File: src/rtl/assert_macros.svh
// Assertion macros shared by the timer bank RTL.
// Depends on nothing; each use needs clk and rst_n in scope.
`ifndef ASSERT_MACROS_SVH
`define ASSERT_MACROS_SVH

// Checks a property on every rising clock edge outside reset.
`define ASSERT_CLK(label, prop, msg) \
    label: assert property (@(posedge clk) disable iff (!rst_n) (prop)) \
        else $error(msg);

// Checks that a condition never holds on a rising clock edge outside reset.
`define ASSERT_NEVER(label, cond, msg) \
    label: assert property (@(posedge clk) disable iff (!rst_n) !(cond)) \
        else $error(msg);

`endif

File: src/rtl/metb_pkg.sv
// Package for the elapsed timer bank: field widths, op codes and the command type.
// Depends on nothing; every other file of the block but assert_macros.svh imports it.
`timescale 1ns / 1ps

package metb_pkg;

    localparam int OP_W        = 2;
    localparam int CH_W        = 4;
    localparam int STAMP_W     = 32;
    localparam int DEF_CHANNELS = 16;

    typedef enum logic [OP_W-1:0] {
        OP_CHECK   = 2'd0,
        OP_PENDING = 2'd1,
        OP_RESTART = 2'd2,
        OP_SET     = 2'd3
    } metb_op_t;

    typedef struct packed {
        metb_op_t             op;
        logic [CH_W-1:0]      channel;
        logic [STAMP_W-1:0]   now_ms;
        logic [STAMP_W-1:0]   time_value;
    } metb_cmd_t;

    typedef struct packed {
        logic valid;
        logic advance;
    } metb_stage_ctl_t;

endpackage

File: src/rtl/metb_if.sv
// Handshake interfaces for the command and result channels of the timer bank.
// Depends on metb_pkg for the field widths.
`timescale 1ns / 1ps

interface metb_cmd_if
    import metb_pkg::*;
();
    logic               valid;
    logic               ready;
    logic [OP_W-1:0]    op;
    logic [CH_W-1:0]    channel;
    logic [STAMP_W-1:0] now_ms;
    logic [STAMP_W-1:0] time_value;

    modport source (output valid, output op, output channel, output now_ms,
                    output time_value, input ready);
    modport sink   (input valid, input op, input channel, input now_ms,
                    input time_value, output ready);
endinterface

interface metb_res_if;
    logic valid;
    logic ready;
    logic elapsed;

    modport source (output valid, output elapsed, input ready);
    modport sink   (input valid, input elapsed, output ready);
endinterface

File: src/rtl/metb_input_stage.sv
// Input register of the timer bank: captures one command item per cycle while the result stage does not stall.
// Depends on metb_pkg and metb_cmd_if.
`timescale 1ns / 1ps

module metb_input_stage
    import metb_pkg::*;
(
    input  logic            clk,
    input  logic            rst_n,
    metb_cmd_if.sink        cmd,
    input  logic            advance,
    output metb_stage_ctl_t ctl,
    output metb_cmd_t       stage_cmd
);

    logic      valid_reg;
    logic      valid_next;
    metb_cmd_t cmd_reg;
    logic      take;

    assign cmd.ready  = !valid_reg || advance;
    assign take       = cmd.valid && cmd.ready;
    assign valid_next = cmd.ready ? cmd.valid : valid_reg;

    always_ff @(posedge clk or negedge rst_n)
    begin
        if (!rst_n)
        begin
            valid_reg <= 1'b0;
        end
        else
        begin
            valid_reg <= valid_next;
        end
    end

    always_ff @(posedge clk)
    begin
        if (take)
        begin
            cmd_reg.op         <= metb_op_t'(cmd.op);
            cmd_reg.channel    <= cmd.channel;
            cmd_reg.now_ms     <= cmd.now_ms;
            cmd_reg.time_value <= cmd.time_value;
        end
    end

    assign ctl.valid   = valid_reg;
    assign ctl.advance = advance;
    assign stage_cmd   = cmd_reg;

endmodule

File: src/rtl/metb_timer_core.sv
// Channel state of the timer bank and the combinational evaluation of one command.
// Depends on metb_pkg.
`timescale 1ns / 1ps

module metb_timer_core
    import metb_pkg::*;
#(
    parameter int CHANNELS = DEF_CHANNELS
)
(
    input  logic            clk,
    input  logic            rst_n,
    input  metb_stage_ctl_t ctl,
    input  metb_cmd_t       stage_cmd,
    output logic            hit
);

    localparam int IDX_W = (CHANNELS > 1) ? $clog2(CHANNELS) : 1;
    localparam int CMP_W = ((CH_W > IDX_W) ? CH_W : IDX_W) + 1;

    logic [STAMP_W-1:0]  stamps_reg [CHANNELS];
    logic [CHANNELS-1:0] pend_reg;

    logic [CMP_W-1:0]   ch_ext;
    logic [IDX_W-1:0]   idx;
    logic               in_range;
    logic               fire;
    logic               pending;
    logic [STAMP_W-1:0] stamp_cur;
    logic [STAMP_W-1:0] end_stamp;
    logic               reached;
    logic               stamp_we;
    logic [STAMP_W-1:0] stamp_wdata;
    logic               pend_we;
    logic               pend_wdata;

    assign ch_ext   = CMP_W'(stage_cmd.channel);
    assign idx      = ch_ext[IDX_W-1:0];
    assign in_range = ch_ext < CMP_W'(CHANNELS);
    assign fire     = ctl.valid && ctl.advance && in_range;

    assign pending   = pend_reg[idx];
    assign stamp_cur = pending ? stage_cmd.now_ms : stamps_reg[idx];
    assign end_stamp = stamp_cur + stage_cmd.time_value;

    always_comb
    begin
        if (stamp_cur < end_stamp)
        begin
            reached = stage_cmd.now_ms >= end_stamp;
        end
        else
        begin
            reached = (stage_cmd.now_ms < stamp_cur) && (stage_cmd.now_ms > end_stamp);
        end
    end

    assign hit = in_range && (stage_cmd.op == OP_CHECK) && reached;

    always_comb
    begin
        stamp_we    = 1'b0;
        stamp_wdata = stage_cmd.now_ms;
        pend_we     = 1'b0;
        pend_wdata  = 1'b0;
        unique case (stage_cmd.op)
            OP_CHECK:
            begin
                stamp_we   = pending || reached;
                pend_we    = pending;
                pend_wdata = 1'b0;
            end
            OP_PENDING:
            begin
                pend_we    = 1'b1;
                pend_wdata = 1'b1;
            end
            OP_RESTART:
            begin
                stamp_we = 1'b1;
            end
            OP_SET:
            begin
                stamp_we    = 1'b1;
                stamp_wdata = stage_cmd.time_value;
            end
            default:
            begin
                stamp_we = 1'b0;
            end
        endcase
    end

    always_ff @(posedge clk or negedge rst_n)
    begin
        if (!rst_n)
        begin
            pend_reg <= '0;
            for (int i = 0; i < CHANNELS; i++)
            begin
                stamps_reg[i] <= '0;
            end
        end
        else if (fire)
        begin
            if (pend_we)
            begin
                pend_reg[idx] <= pend_wdata;
            end
            if (stamp_we)
            begin
                stamps_reg[idx] <= stamp_wdata;
            end
        end
    end

endmodule

File: src/rtl/metb_result_stage.sv
// Result register of the timer bank, holding one result item until it is taken.
// Depends on metb_pkg and metb_res_if.
`timescale 1ns / 1ps

module metb_result_stage
    import metb_pkg::*;
(
    input  logic            clk,
    input  logic            rst_n,
    input  metb_stage_ctl_t ctl,
    input  logic            hit,
    metb_res_if.source      res,
    output logic            advance
);

    logic valid_reg;
    logic valid_next;
    logic elapsed_reg;

    assign advance    = !valid_reg || res.ready;
    assign valid_next = ctl.advance ? ctl.valid : valid_reg;

    always_ff @(posedge clk or negedge rst_n)
    begin
        if (!rst_n)
        begin
            valid_reg <= 1'b0;
        end
        else
        begin
            valid_reg <= valid_next;
        end
    end

    always_ff @(posedge clk)
    begin
        if (ctl.valid && ctl.advance)
        begin
            elapsed_reg <= hit;
        end
    end

    assign res.valid   = valid_reg;
    assign res.elapsed = elapsed_reg;

endmodule

File: src/rtl/multichannel_elapsed_timer_bank_unit.sv
// A bank of CHANNELS elapsed-time timers, each with a 32-bit start stamp and a
// pending-restart flag, both cleared by reset. Every command item yields exactly one
// result item. The block takes one item per cycle while the result sink does not stall;
// an item passes an input register, is evaluated combinationally, updates its channel
// and is then captured in the result register, which holds while the sink stalls.
// Depends on metb_pkg, metb_if, the stage modules and assert_macros.svh.
`timescale 1ns / 1ps
`include "assert_macros.svh"

module multichannel_elapsed_timer_bank_unit
    import metb_pkg::*;
#(
    parameter int CHANNELS = DEF_CHANNELS
)
(
    input  logic       clk,
    input  logic       rst_n,
    metb_cmd_if.sink   cmd,
    metb_res_if.source res
);

    metb_stage_ctl_t ctl;
    metb_cmd_t       stage_cmd;
    logic            hit;
    logic            advance;

    metb_input_stage u_input (
        .clk       (clk),
        .rst_n     (rst_n),
        .cmd       (cmd),
        .advance   (advance),
        .ctl       (ctl),
        .stage_cmd (stage_cmd)
    );

    metb_timer_core #(
        .CHANNELS (CHANNELS)
    ) u_core (
        .clk       (clk),
        .rst_n     (rst_n),
        .ctl       (ctl),
        .stage_cmd (stage_cmd),
        .hit       (hit)
    );

    metb_result_stage u_result (
        .clk     (clk),
        .rst_n   (rst_n),
        .ctl     (ctl),
        .hit     (hit),
        .res     (res),
        .advance (advance)
    );

    `ASSERT_CLK(a_accept_fills_stage, cmd.valid && cmd.ready |=> ctl.valid, "Accepted item lost before evaluation")
    `ASSERT_CLK(a_stage_holds_on_stall, ctl.valid && !ctl.advance |=> ctl.valid, "Stalled item dropped")
    `ASSERT_CLK(a_hit_reaches_output, ctl.valid && ctl.advance && hit |=> res.valid && res.elapsed, "Elapsed result not delivered")
    `ASSERT_NEVER(a_hit_on_non_check, ctl.valid && hit && (stage_cmd.op != OP_CHECK), "Elapsed flagged on a non-check op")

endmodule

File: src/flat_wrapper.sv
// flat-port wrapper written by rule: the top's interface ports become plain ports
module multichannel_elapsed_timer_bank_unit_flat import metb_pkg::*;
#(
    parameter int CHANNELS = DEF_CHANNELS
)
  (clk, rst_n, cmd_valid, cmd_op, cmd_channel, cmd_now_ms, cmd_time_value, cmd_ready, res_valid, res_elapsed, res_ready);
  metb_cmd_if cmd_i ();
  metb_res_if res_i ();
  input  logic clk;
  input  logic rst_n;
  input wire logic [$bits(cmd_i.valid)-1:0] cmd_valid;
  input wire logic [$bits(cmd_i.op)-1:0] cmd_op;
  input wire logic [$bits(cmd_i.channel)-1:0] cmd_channel;
  input wire logic [$bits(cmd_i.now_ms)-1:0] cmd_now_ms;
  input wire logic [$bits(cmd_i.time_value)-1:0] cmd_time_value;
  output wire logic [$bits(cmd_i.ready)-1:0] cmd_ready;
  output wire logic [$bits(res_i.valid)-1:0] res_valid;
  output wire logic [$bits(res_i.elapsed)-1:0] res_elapsed;
  input wire logic [$bits(res_i.ready)-1:0] res_ready;
  assign cmd_i.valid = cmd_valid;
  assign cmd_i.op = cmd_op;
  assign cmd_i.channel = cmd_channel;
  assign cmd_i.now_ms = cmd_now_ms;
  assign cmd_i.time_value = cmd_time_value;
  assign cmd_ready = cmd_i.ready;
  assign res_valid = res_i.valid;
  assign res_elapsed = res_i.elapsed;
  assign res_i.ready = res_ready;
  multichannel_elapsed_timer_bank_unit #(.CHANNELS(CHANNELS)) u_core (.clk(clk), .rst_n(rst_n), .cmd(cmd_i), .res(res_i));
endmodule
File: config.mk
export PLATFORM = sky130hd
export DESIGN_NAME = multichannel_elapsed_timer_bank_unit_flat
export DESIGN_NICKNAME = d
export VERILOG_FILES = /design/src/rtl/metb_pkg.sv /design/src/rtl/metb_if.sv /design/src/rtl/metb_input_stage.sv /design/src/rtl/metb_timer_core.sv /design/src/rtl/metb_result_stage.sv /design/src/rtl/multichannel_elapsed_timer_bank_unit.sv /design/src/flat_wrapper.sv
export VERILOG_INCLUDE_DIRS = /design/src /design/src/rtl
export SDC_FILE = /design/constraint.sdc
export NUM_CORES = 1
export LEC_CHECK = 0
export BUFFER_PORTS_ARGS = -buffer_cell sky130_fd_sc_hd__buf_2
export CAP_MARGIN = 10
export CORE_MARGIN = 10
export CORE_UTILIZATION = 45
export CTS_BUF_LIST = sky130_fd_sc_hd__clkbuf_8
export DETAILED_ROUTE_END_ITERATION = 10
export SYNTH_ARGS = -nofsm -noshare
export SYNTH_HDL_FRONTEND = slang
export SYNTH_SLANG_ARGS = --single-unit
File: constraint.sdc
create_clock -name clk -period 8.93 [get_ports clk]
set_input_delay 2.679 -clock clk [delete_from_list [all_inputs] [get_ports clk]]
set_output_delay 2.679 -clock clk [all_outputs]
set_load 0.01 [all_outputs]
* Word level (Yosys, flattened, before mapping)
Cells that the tools add are included.
** Storage, ports and cells
- Bits in registers :: 601
- Logic and storage cells :: 72
** Cells by class
- $add $sub $neg :: 1
- $lt $le $gt $ge :: 9
- Equal/unequal tests :: 3
- Mux-type cells :: 17
- Bitwise gates (word level) :: 1
- Reductions and logical operators :: 17
** Operator list (number)
- $bwmux W512 :: 1
- $mux W32 :: 5
- $bmux W32 S4 :: 1
- $demux W32 S4 :: 1
- $lt A32 B32 Y1 :: 2
- $add A32 B32 Y32 :: 1
- $ge A32 B32 Y1 :: 1
- $gt A32 B32 Y1 :: 1
- $bwmux W16 :: 1
- $lt A4 B5 Y1 const B :: 2
- $logic_and A1 B1 Y1 :: 8
- $ge A5 B5 Y1 const B :: 1
- $lt A5 B1 Y1 const B :: 1
- $not A4 Y5 :: 1
- $bmux W1 S4 :: 1
- $demux W1 S4 :: 1
- $eq A2 B2 Y1 const B :: 2
- $ge A4 B1 Y1 const B :: 1
- $mux W1 :: 4
- $pmux W1 S2 :: 2
- $reduce_and A2 Y1 :: 2
- $logic_or A1 B1 Y1 :: 3
- $eq A2 B1 Y1 const B :: 1
- $logic_not A1 Y1 :: 2
- other kinds (2) :: 2

* Depth between registers and ports, before layout
Gate-level depths: netlist of run 1.
- Word-level depth :: 12
- Depth in mapped cells :: 32
- Mapped depth without buffers :: 28

* Hierarchy
Synthesis of run 1 repeated with hierarchy kept, for this count alone.
** Unflattened totals
- Cell total of the unflattened synthesis :: 2053
- Area, all modules :: 30434.2 µm²
** By module, submodules not included
- metb_timer_core :: times used 1, cells an instance 1972, area each 28179.5 µm², seq. area each 13212.7 µm²
- metb_input_stage :: times used 1, cells an instance 76, area each 2170.8 µm², seq. area each 2127.0 µm²
- metb_result_stage :: times used 1, cells an instance 5, area each 83.8 µm², seq. area each 55.1 µm²

* Least setup slack after synthesis of run 1
No wires, ideal clock.
- Path type :: register -> register
- Start :: reg u_core.u_input.cmd_reg (netlist bit u_core.u_input.stage_cmd[64])
- End :: reg u_core.u_core.stamps_reg[273] (netlist name)
- Setup time :: 125 ps
- Arrival time :: 8810 ps
- Path slack :: -5 ps
- Cell stages (with the launch flop) :: 33
- Cell sequence :: edfxtp_1 clkbuf_1 buf_1 clkbuf_1 buf_1 buf_1 mux4_2 mux4_2 mux2i_1 inv_1 ha_1 a211oi_1 nor2_1 a211oi_1 a21oi_1 o2111ai_1 a31oi_1 a2111oi_0 o21bai_1 a21oi_1 xnor2_1 ha_1 nand4_1 or3_1 nor2_1 and2_1 a31oi_1 a41oi_1 o31ai_2 buf_6 nor4_4 buf_6 mux2_2
** Between the ends
- Cells in the longest elaborated chain, start to end :: 12
- Elaborated cells on any way between the ends :: 25
- Classes of those cells :: add/sub: 1; order compare: 7; mux: 11; bitwise: 1; reduce/logical: 5
** Ends and longest elaborated chain
- start: declaration :: line metb_input_stage.sv:18 : metb_cmd_t cmd_reg;
- $not A4 Y5 (implied by the code) :: line metb_timer_core.sv:43, metb_timer_core.sv:112
- $bmux W32 S4 :: line metb_timer_core.sv:43 : assign stamp_cur = pending ? stage_cmd.now_ms : stamps_reg[idx];
- $mux W32 (implied by the code) (2 in a row) :: line metb_timer_core.sv:43
- $mux W32 :: line metb_timer_core.sv:43
- $add A32 B32 Y32 :: line metb_timer_core.sv:44 : assign end_stamp = stamp_cur + stage_cmd.time_value;
- $gt A32 B32 Y1 :: line metb_timer_core.sv:54 : reached = (stage_cmd.now_ms < stamp_cur) && (stage_cmd.now_ms > end_stamp);
- $logic_and A1 B1 Y1 :: line metb_timer_core.sv:54
- $mux W1 :: line metb_timer_core.sv:48 : if (stamp_cur < end_stamp)
- $logic_or A1 B1 Y1 :: line metb_timer_core.sv:69 : stamp_we = pending || reached;
- $pmux W1 S2 :: line metb_timer_core.sv:66 : unique case (stage_cmd.op)
- $reduce_and A2 Y1 (no source line)
- end signal: indexed assignment :: line metb_timer_core.sv:112 : stamps_reg[idx] <= stamp_wdata;
- end: declaration :: line metb_timer_core.sv:21 : logic [STAMP_W-1:0] stamps_reg [CHANNELS];
Several ways; a longest one is shown, not always the timed one. The select of a mux whose other input is x is not followed.
A chain may end at the register's enable or synchronous reset.

* Worst setup path in the final report of run 1
- Start :: reg u_core.u_input.cmd_reg (netlist bit u_core.u_input.stage_cmd[65])
- End :: reg u_core.u_core.stamps_reg[206] (netlist name)
Same word-level chain as after synthesis.

==> reports/qor.csv, run 1 <==
metric,value,unit
status,finished clean,
DR iter-0 viols,1227,
clk_lat worst skew,720,ps
Final Hold Fails,0,
Placement Rows,95,
DRC,0,
"Min Clock Period, post-route",8390,ps
Ys Warns,0,
top cell type's share of synthesized area,0.433,
dominant cell type by area after synthesis,dfrtp_1,
Slew headroom,0.266,
"EDFF count, synth",71,
Worst EP arrival,8950,ps
synth unique cells,62,
I/O pin count,77,
Least-Margin Pin Slew,1100,ps
CTS Sinks,601,
first-pass GRT wire length,123000,um
Leak Pwr,15.5,nW
Hold Path Class,reg -> reg,
CP Data Required Time,9500,ps
Die H,281,um
Synth Cell Area,0.0306,mm2
pin count of the biggest net entering global routing,137,
mean post-synth cell area,14.9,um2
post-cts resize count,0,
CP max-delay cell,edfxtp_1,
Largest register FFs,512,
maxcap violations,0,
CTS Root Cell,clkbuf_8,
register area,0.0154,mm2
synth top area cells,"dfrtp_1, mux2_2, mux4_2, edfxtp_1, ha_1",
# Post-CTS Setup Buffers,0,
post-synthesis sequential area ratio,0.503,
crit share post-route,0.939,
vias after detailed routing,18200,
layout cells sized above 1,0.436,
hold buffers post-CTS,0,
H-tree depth,3,
Clock Skew,38.6,ps
Fmax,0.119,GHz
port bufs,76,
Die X,281,um
"slowest stage delay, CP",570,ps
Mapped Cells,2054,
pwr/cell area,284,mW/mm2
CTS tree,built,
max-slew violations,0,
clk slew on worst S/H paths,60,ps
Total Negative Setup Slacks,0,ps
Synth Register Bits,601,
Avg Vias per Cell,5.85,
cts bufs inserted,101,
GPL Wtd Cong,0.867,
initial antenna violation count,2,
syn nets,2251,
Async SR Flop Fraction,0.882,
Initial Util,0.455,
worst-path maximum fanout,39,
final wirelength,79500,um
GRT Total Usage,0.205,
router iterations before antenna repair,5,
# setup viols final,0,
Core Area,0.0673,mm2
WL/cell,25.5,um
vias in the first global route,19600,
Setup Crit Path Kind,reg -> reg,
final net count,2354,
clock buffer depth,3,
fill count,5611,
unrepaired setup endpoints after global routing,false,
Synth Flop Type,dfrtp_1,
DIE AREA,0.0789,mm2
Post-DRT Antenna Nets,0,
grt total ovfl,0,
VDD IR-drop max,0.111,mV
Fin Hold WS,478,ps
CP Capture Type,register,
multi-input logic area,0.0144,mm2
startpoint types,register,
P&R area growth vs syn,11.9,%
DP Wirelength,51300,um
## synth_stat cells (3+ instances only)
library cell	instances
o211ai_1	3
and3_1	4
a2111oi_0	3
nand3_1	6
o31ai_1	7
nor4_2	6
o21a_1	10
mux4_2	163
a31oi_1	4
nand4_1	18
mux2_1	33
nor2b_1	6
nor4_4	10
xnor2_1	13
mux2i_1	34
xor2_1	15
nor2_1	35
buf_2	33
dfrtp_1	530
ha_1	122
edfxtp_1	71
nor3_1	8
o21ai_0	42
or3_1	4
buf_6	19
a21o_1	32
a21oi_1	46
a311oi_1	3
o21bai_1	8
nand2b_1	12
o31a_1	3
or2_2	3
o311ai_0	3
nand2_1	55
clkbuf_1	65
inv_1	50
mux2_2	515
buf_1	15
a211oi_1	9
and2_1	8
## final timing paths
check,depth (start not counted),start,slack [ps],end
setup / recovery,29,u_core.u_input.stage_cmd[65]$_DFFE_PP_,540,u_core.u_core.stamps_reg[206]$_DFFE_PN0P_
hold / removal,2,u_core.u_core.pend_reg[13]$_DFFE_PN0P_,480,u_core.u_core.pend_reg[13]$_DFFE_PN0P_
setup reg to reg,29,u_core.u_input.stage_cmd[65]$_DFFE_PP_,540,u_core.u_core.stamps_reg[206]$_DFFE_PN0P_
hold reg to reg,2,u_core.u_core.pend_reg[13]$_DFFE_PN0P_,480,u_core.u_core.pend_reg[13]$_DFFE_PN0P_
max in group asynchronous,2,rst_n,5270,u_core.u_core.stamps_reg[3]$_DFFE_PN0P_
min in group asynchronous,1,rst_n,2060,u_core.u_core.stamps_reg[431]$_DFFE_PN0P_
## placed cells by master, fill, tap and decap left out, types with 7 or more instances in the layout
master	n
nor3_1	8
clkinv_1	13
and2_1	7
nand4_1	18
clkinv_2	10
dfrtp_1	530
ha_1	122
o31ai_1	7
a211oi_1	9
mux2_1	33
a21o_1	32
nor2_1	35
mux4_2	163
a21oi_1	46
mux2i_1	34
nand2b_1	12
nand2_1	53
edfxtp_1	71
mux2_2	515
inv_1	81
clkbuf_8	121
o21ai_0	42
buf_12	21
buf_4	35
xor2_1	15
o21a_1	10
xnor2_1	13
buf_2	75
o21bai_1	8
nor4_4	16
## routing by layer
metal,vias to the layer above,part of all wire,global-route usage
li1,8019,-,-
met1,9670,0.45,0.283
met2,384,0.48,0.332
met3,131,0.040,0.0275
met4,0,0.026,0.0673
met5,-,0,0
## area by class of cell
| class | count | area share |
|---|---|---|
| clock inverters | 64 | 0.0119 |
| clock buffers | 121 | 0.0486 |
| well taps | 873 | 0.0319 |
| multi-input cells | 1271 | 0.421 |
| inverters | 50 | 0.00548 |
| diodes | 1 | 0.0000731 |
| flip-flops and latches | 601 | 0.449 |
| repair buffers | 132 | 0.0313 |
## metrics by stage
stage	cell area, um2	utilization	power (mW)	std cells	setup WS [ps]
2_1_floorplan	30600	-	6.30	2054	171
3_3_place_gp	32200	0.478	7.10	2927	596
3_5_place_dp	32200	0.478	7.24	2927	613
4_1_cts	34300	0.509	9.79	3112	586
5_1_grt	34300	0.509	10.3	3113	77.2
6_report	34300	0.509	9.72	3113	543
## power by group
part	internal [mW]	switching (mW)	total [mW]
combinational	1.69	1.56	3.25
sequential	3.56	0.402	3.96
clock	1.35	1.15	2.50
## worst max-delay path: cells and delay by family, from the launching register on
kind	cells	cell delay [ps]
AOI/OAI and AO/OA	11	2740
xor gates and xnor gates	1	120
adders and majority gates	2	660
buffers and inverters	5	1250
DFF	1	570
muxes	4	1450
and+or+nand+nor	6	1430
## logic make-up (layout without fill, tap and decap cells)
logic type | after synthesis | count (layout) | synth area share
simple gates | 180 | 180 | 0.0353
flops | 601 | 601 | 0.503
compound gates | 194 | 194 | 0.0423
xor+xnor | 28 | 28 | 0.00801
mux | 745 | 745 | 0.332
buf+inv | 182 | 367 | 0.0283
other cells | 0 | 1 | 0
fa+ha+maj | 124 | 124 | 0.0508
(Power assumes the default switching activity.)
==> run 2: changes to the inputs <==
Settings changed: CORE_UTILIZATION 45 to 57, GPL_TIMING_DRIVEN set to 0, PLACE_DENSITY set to 0.77.
==> run 2 against run 1 <==
Compared with the run above: cell area is 0.65% higher; critical path depth down 2; setup slack worse by 280 ps; count of clock-buffer cells in the layout decreased by 4; sequential power is essentially flat; register-to-register slack got worse by 280 ps; sequential cell count did not move; utilization grew 14 points; wire length decreased by 3.8%; die area shrank 20%; cell count shrank 3.0%; largest cell class unchanged; largest power group unchanged.
==> reports/qor.csv, run 2 (synthesis gave the netlist of run 1 again) <==
metric,value,unit,change
status,finished clean,,
"Min Clock Period, post-route",8670,ps,+279 ps
Setup crit start,u_core.u_input.stage_cmd[64]$_DFFE_PP_,,
Leak Pwr,15.8,nW,+2.0%
pin count of the biggest net entering global routing,133,,-2.9%
P&R area growth vs syn,12.6,%,
startpoint types,register,,
initial antenna violation count,1,,-1
Hold Path Class,reg -> reg,,
"commonest non-fill, non-tap cell in the layout",dfrtp_1,,
"commonest non-fill, non-tap cells in the layout","dfrtp_1, mux2_2, mux4_2",,
vias after detailed routing,18900,,+3.7%
PnR Total Power,9.70,mW,-0.16%
worst setup margin,264,ps,-279 ps
Largest register FFs,512,,unchanged
Placement Rows,84,,-12%
CTS tree,built,,
metal3 WL,3960,um,+24%
grt total ovfl,0,,unchanged
Least-Margin Pin Slew,1120,ps,+20.4 ps
Initial Util,0.579,,+0.124
Die X,252,um,-10%
DR iter-0 viols,1270,,+3.5%
Setup Crit Path Kind,reg -> reg,,
final net count,2453,,+4.2%
HP Start,u_core.u_core.pend_reg[11]$_DFFE_PN0P_,,
clock buffer depth,3,,unchanged
final wirelength,76500,um,-3.8%
Crit Reg-Reg Startpoint,u_core.u_input.stage_cmd[64]$_DFFE_PP_,,
met1 wire length,32300,um,-10%
CP Capture Type,register,,
clk slew on worst S/H paths,60,ps,about the same
H-tree depth,3,,unchanged
GPL Wtd Cong,0.862,,-0.50%
crit share post-route,0.970,,+0.0313
unrepaired setup endpoints after global routing,false,,
# setup viols final,0,,unchanged
router iterations before antenna repair,5,,unchanged
highest routed metal layer,met4,,
CTS Root Cell,clkbuf_8,,
GRT Total Usage,0.242,,+0.0367
pwr/cell area,281,mW/mm2,-0.81%
Core Area,0.0529,mm2,-21%
Reg2Reg Depth,27,,-6.9%
# placed instances,2824,,-3.5%
DP Wirelength,55600,um,+8.4%
first-pass GRT wire length,118000,um,-4.1%
DIE AREA,0.0634,mm2,-20%
maxcap violations,0,,unchanged
Post-DRT Antenna Nets,0,,unchanged
Die H,252,um,-10%
Fmax,0.115,GHz,-3.2%
vias in the first global route,20000,,+2.1%
Hold Path Stages,2,,unchanged
Clock Skew,51.1,ps,+12.5 ps
CP Data Required Time,9480,ps,-20 ps
Final Hold Fails,0,,unchanged
port bufs,76,,unchanged
WL/cell,25.3,um,-0.84%
worst-path maximum fanout,19,,-51%
clk_lat worst skew,720,ps,about the same
Final Non-Filler Cells,3019,,-3.0%
Worst EP arrival,9220,ps,+270 ps
Slew headroom,0.255,,-0.0110
fin util,0.652,,+0.143
Setup WS pre-CTS,-2860,ps,-3470 ps
VDD IR-drop max,0.132,mV,+19%
CTS Sinks,601,,unchanged
DRC,0,,unchanged
met2 wire len,37300,um,-2.6%
hold buffers post-CTS,0,,unchanged
Avg Vias per Cell,6.25,,+6.9%
I/O pin count,77,,unchanged
layout cells sized above 1,0.446,,+0.00957
Total Negative Setup Slacks,0,ps,unchanged
cts bufs inserted,99,,-2.0%
max-slew violations,0,,unchanged
==> run 2: cell types whose count changed in the layout (fill, tap and decap cells not counted), moves of 11 or more <==
| cell | before | now |
|---|---|---|
| buf_12 | 21 | 0 |
| buf_2 | 75 | 101 |
| buf_6 | 0 | 28 |
| clkbuf_1 | 0 | 41 |
| clkinv_1 | 13 | 0 |
| inv_1 | 81 | 92 |
==> run 2: path summary, 6_finish.rpt <==
kind,end,slack (ps)
worst max register to register,u_core.u_core.stamps_reg[504]$_DFFE_PN0P_,260
worst max-delay path,u_core.u_core.stamps_reg[504]$_DFFE_PN0P_,260
max in group asynchronous,u_core.u_core.stamps_reg[249]$_DFFE_PN0P_,5810
worst min-delay path,u_core.u_core.pend_reg[11]$_DFFE_PN0P_,480
worst min register to register,u_core.u_core.pend_reg[11]$_DFFE_PN0P_,480
min in group asynchronous,u_core.u_core.stamps_reg[110]$_DFFE_PN0P_,1960
==> run 2: per-layer routing <==
layer,up-vias,track usage
met5,-,0
met4,0,0.104
met3,138,0.0362
met2,545,0.397
met1,10000,0.318
li1,8188,-
==> run 2: stage by stage <==
step | area [um2] | hold slack (ps)
2_1_floorplan | 30600 | 443
6_report | 34500 | 476
4_1_cts | 34400 | 480
3_5_place_dp | 32000 | 467
3_3_place_gp | 31900 | 456
5_1_grt | 34500 | 490
==> run 2: timing repair <==
item                                    CTS  global route
buffers inserted                         21             1
resized for setup                       101            37
pin swaps                                11             2
endpoints found under the setup margin  513           502
==> run 2: worst max-delay path: stages, from the launching register on <==
cell and delay (ps):
edfxtp_1 400, buf_6 280, buf_4 270, buf_6 220
mux4_2 530, mux4_2 550, mux2i_1 220, inv_1 130
ha_1 350, nor2b_1 170, o31a_1 320, or3_1 330
a21oi_1 370, nor2_1 110, o21ai_0 230, nand2b_1 90
a21oi_1 190, xor2_1 480, ha_1 350, o21a_1 110
o21ai_0 150, a21oi_1 140, maj3_1 450, a311oi_2 440
o31ai_4 230, nor4_4 570, buf_2 420, mux2_2 380
==> run 2: area by class of cell <==
type                       count  area, um2
fill                        3701      18400
antenna                        1       2.50
sequential                   601      15400
multi-input combinational   1271      14600
timing repair buffer         104        698
tap                          688        861
clock inverter                58        323
buffer                       129        832
clock buffer                 117       1610
inverter                      50        188
==> run 2: power breakdown <==
group	switching, mW	leakage [nW]	total, mW	internal [mW]
clock network	1.11	1.15	2.36	1.25
registers	0.407	7.63	3.97	3.56
logic	1.65	7.02	3.38	1.72
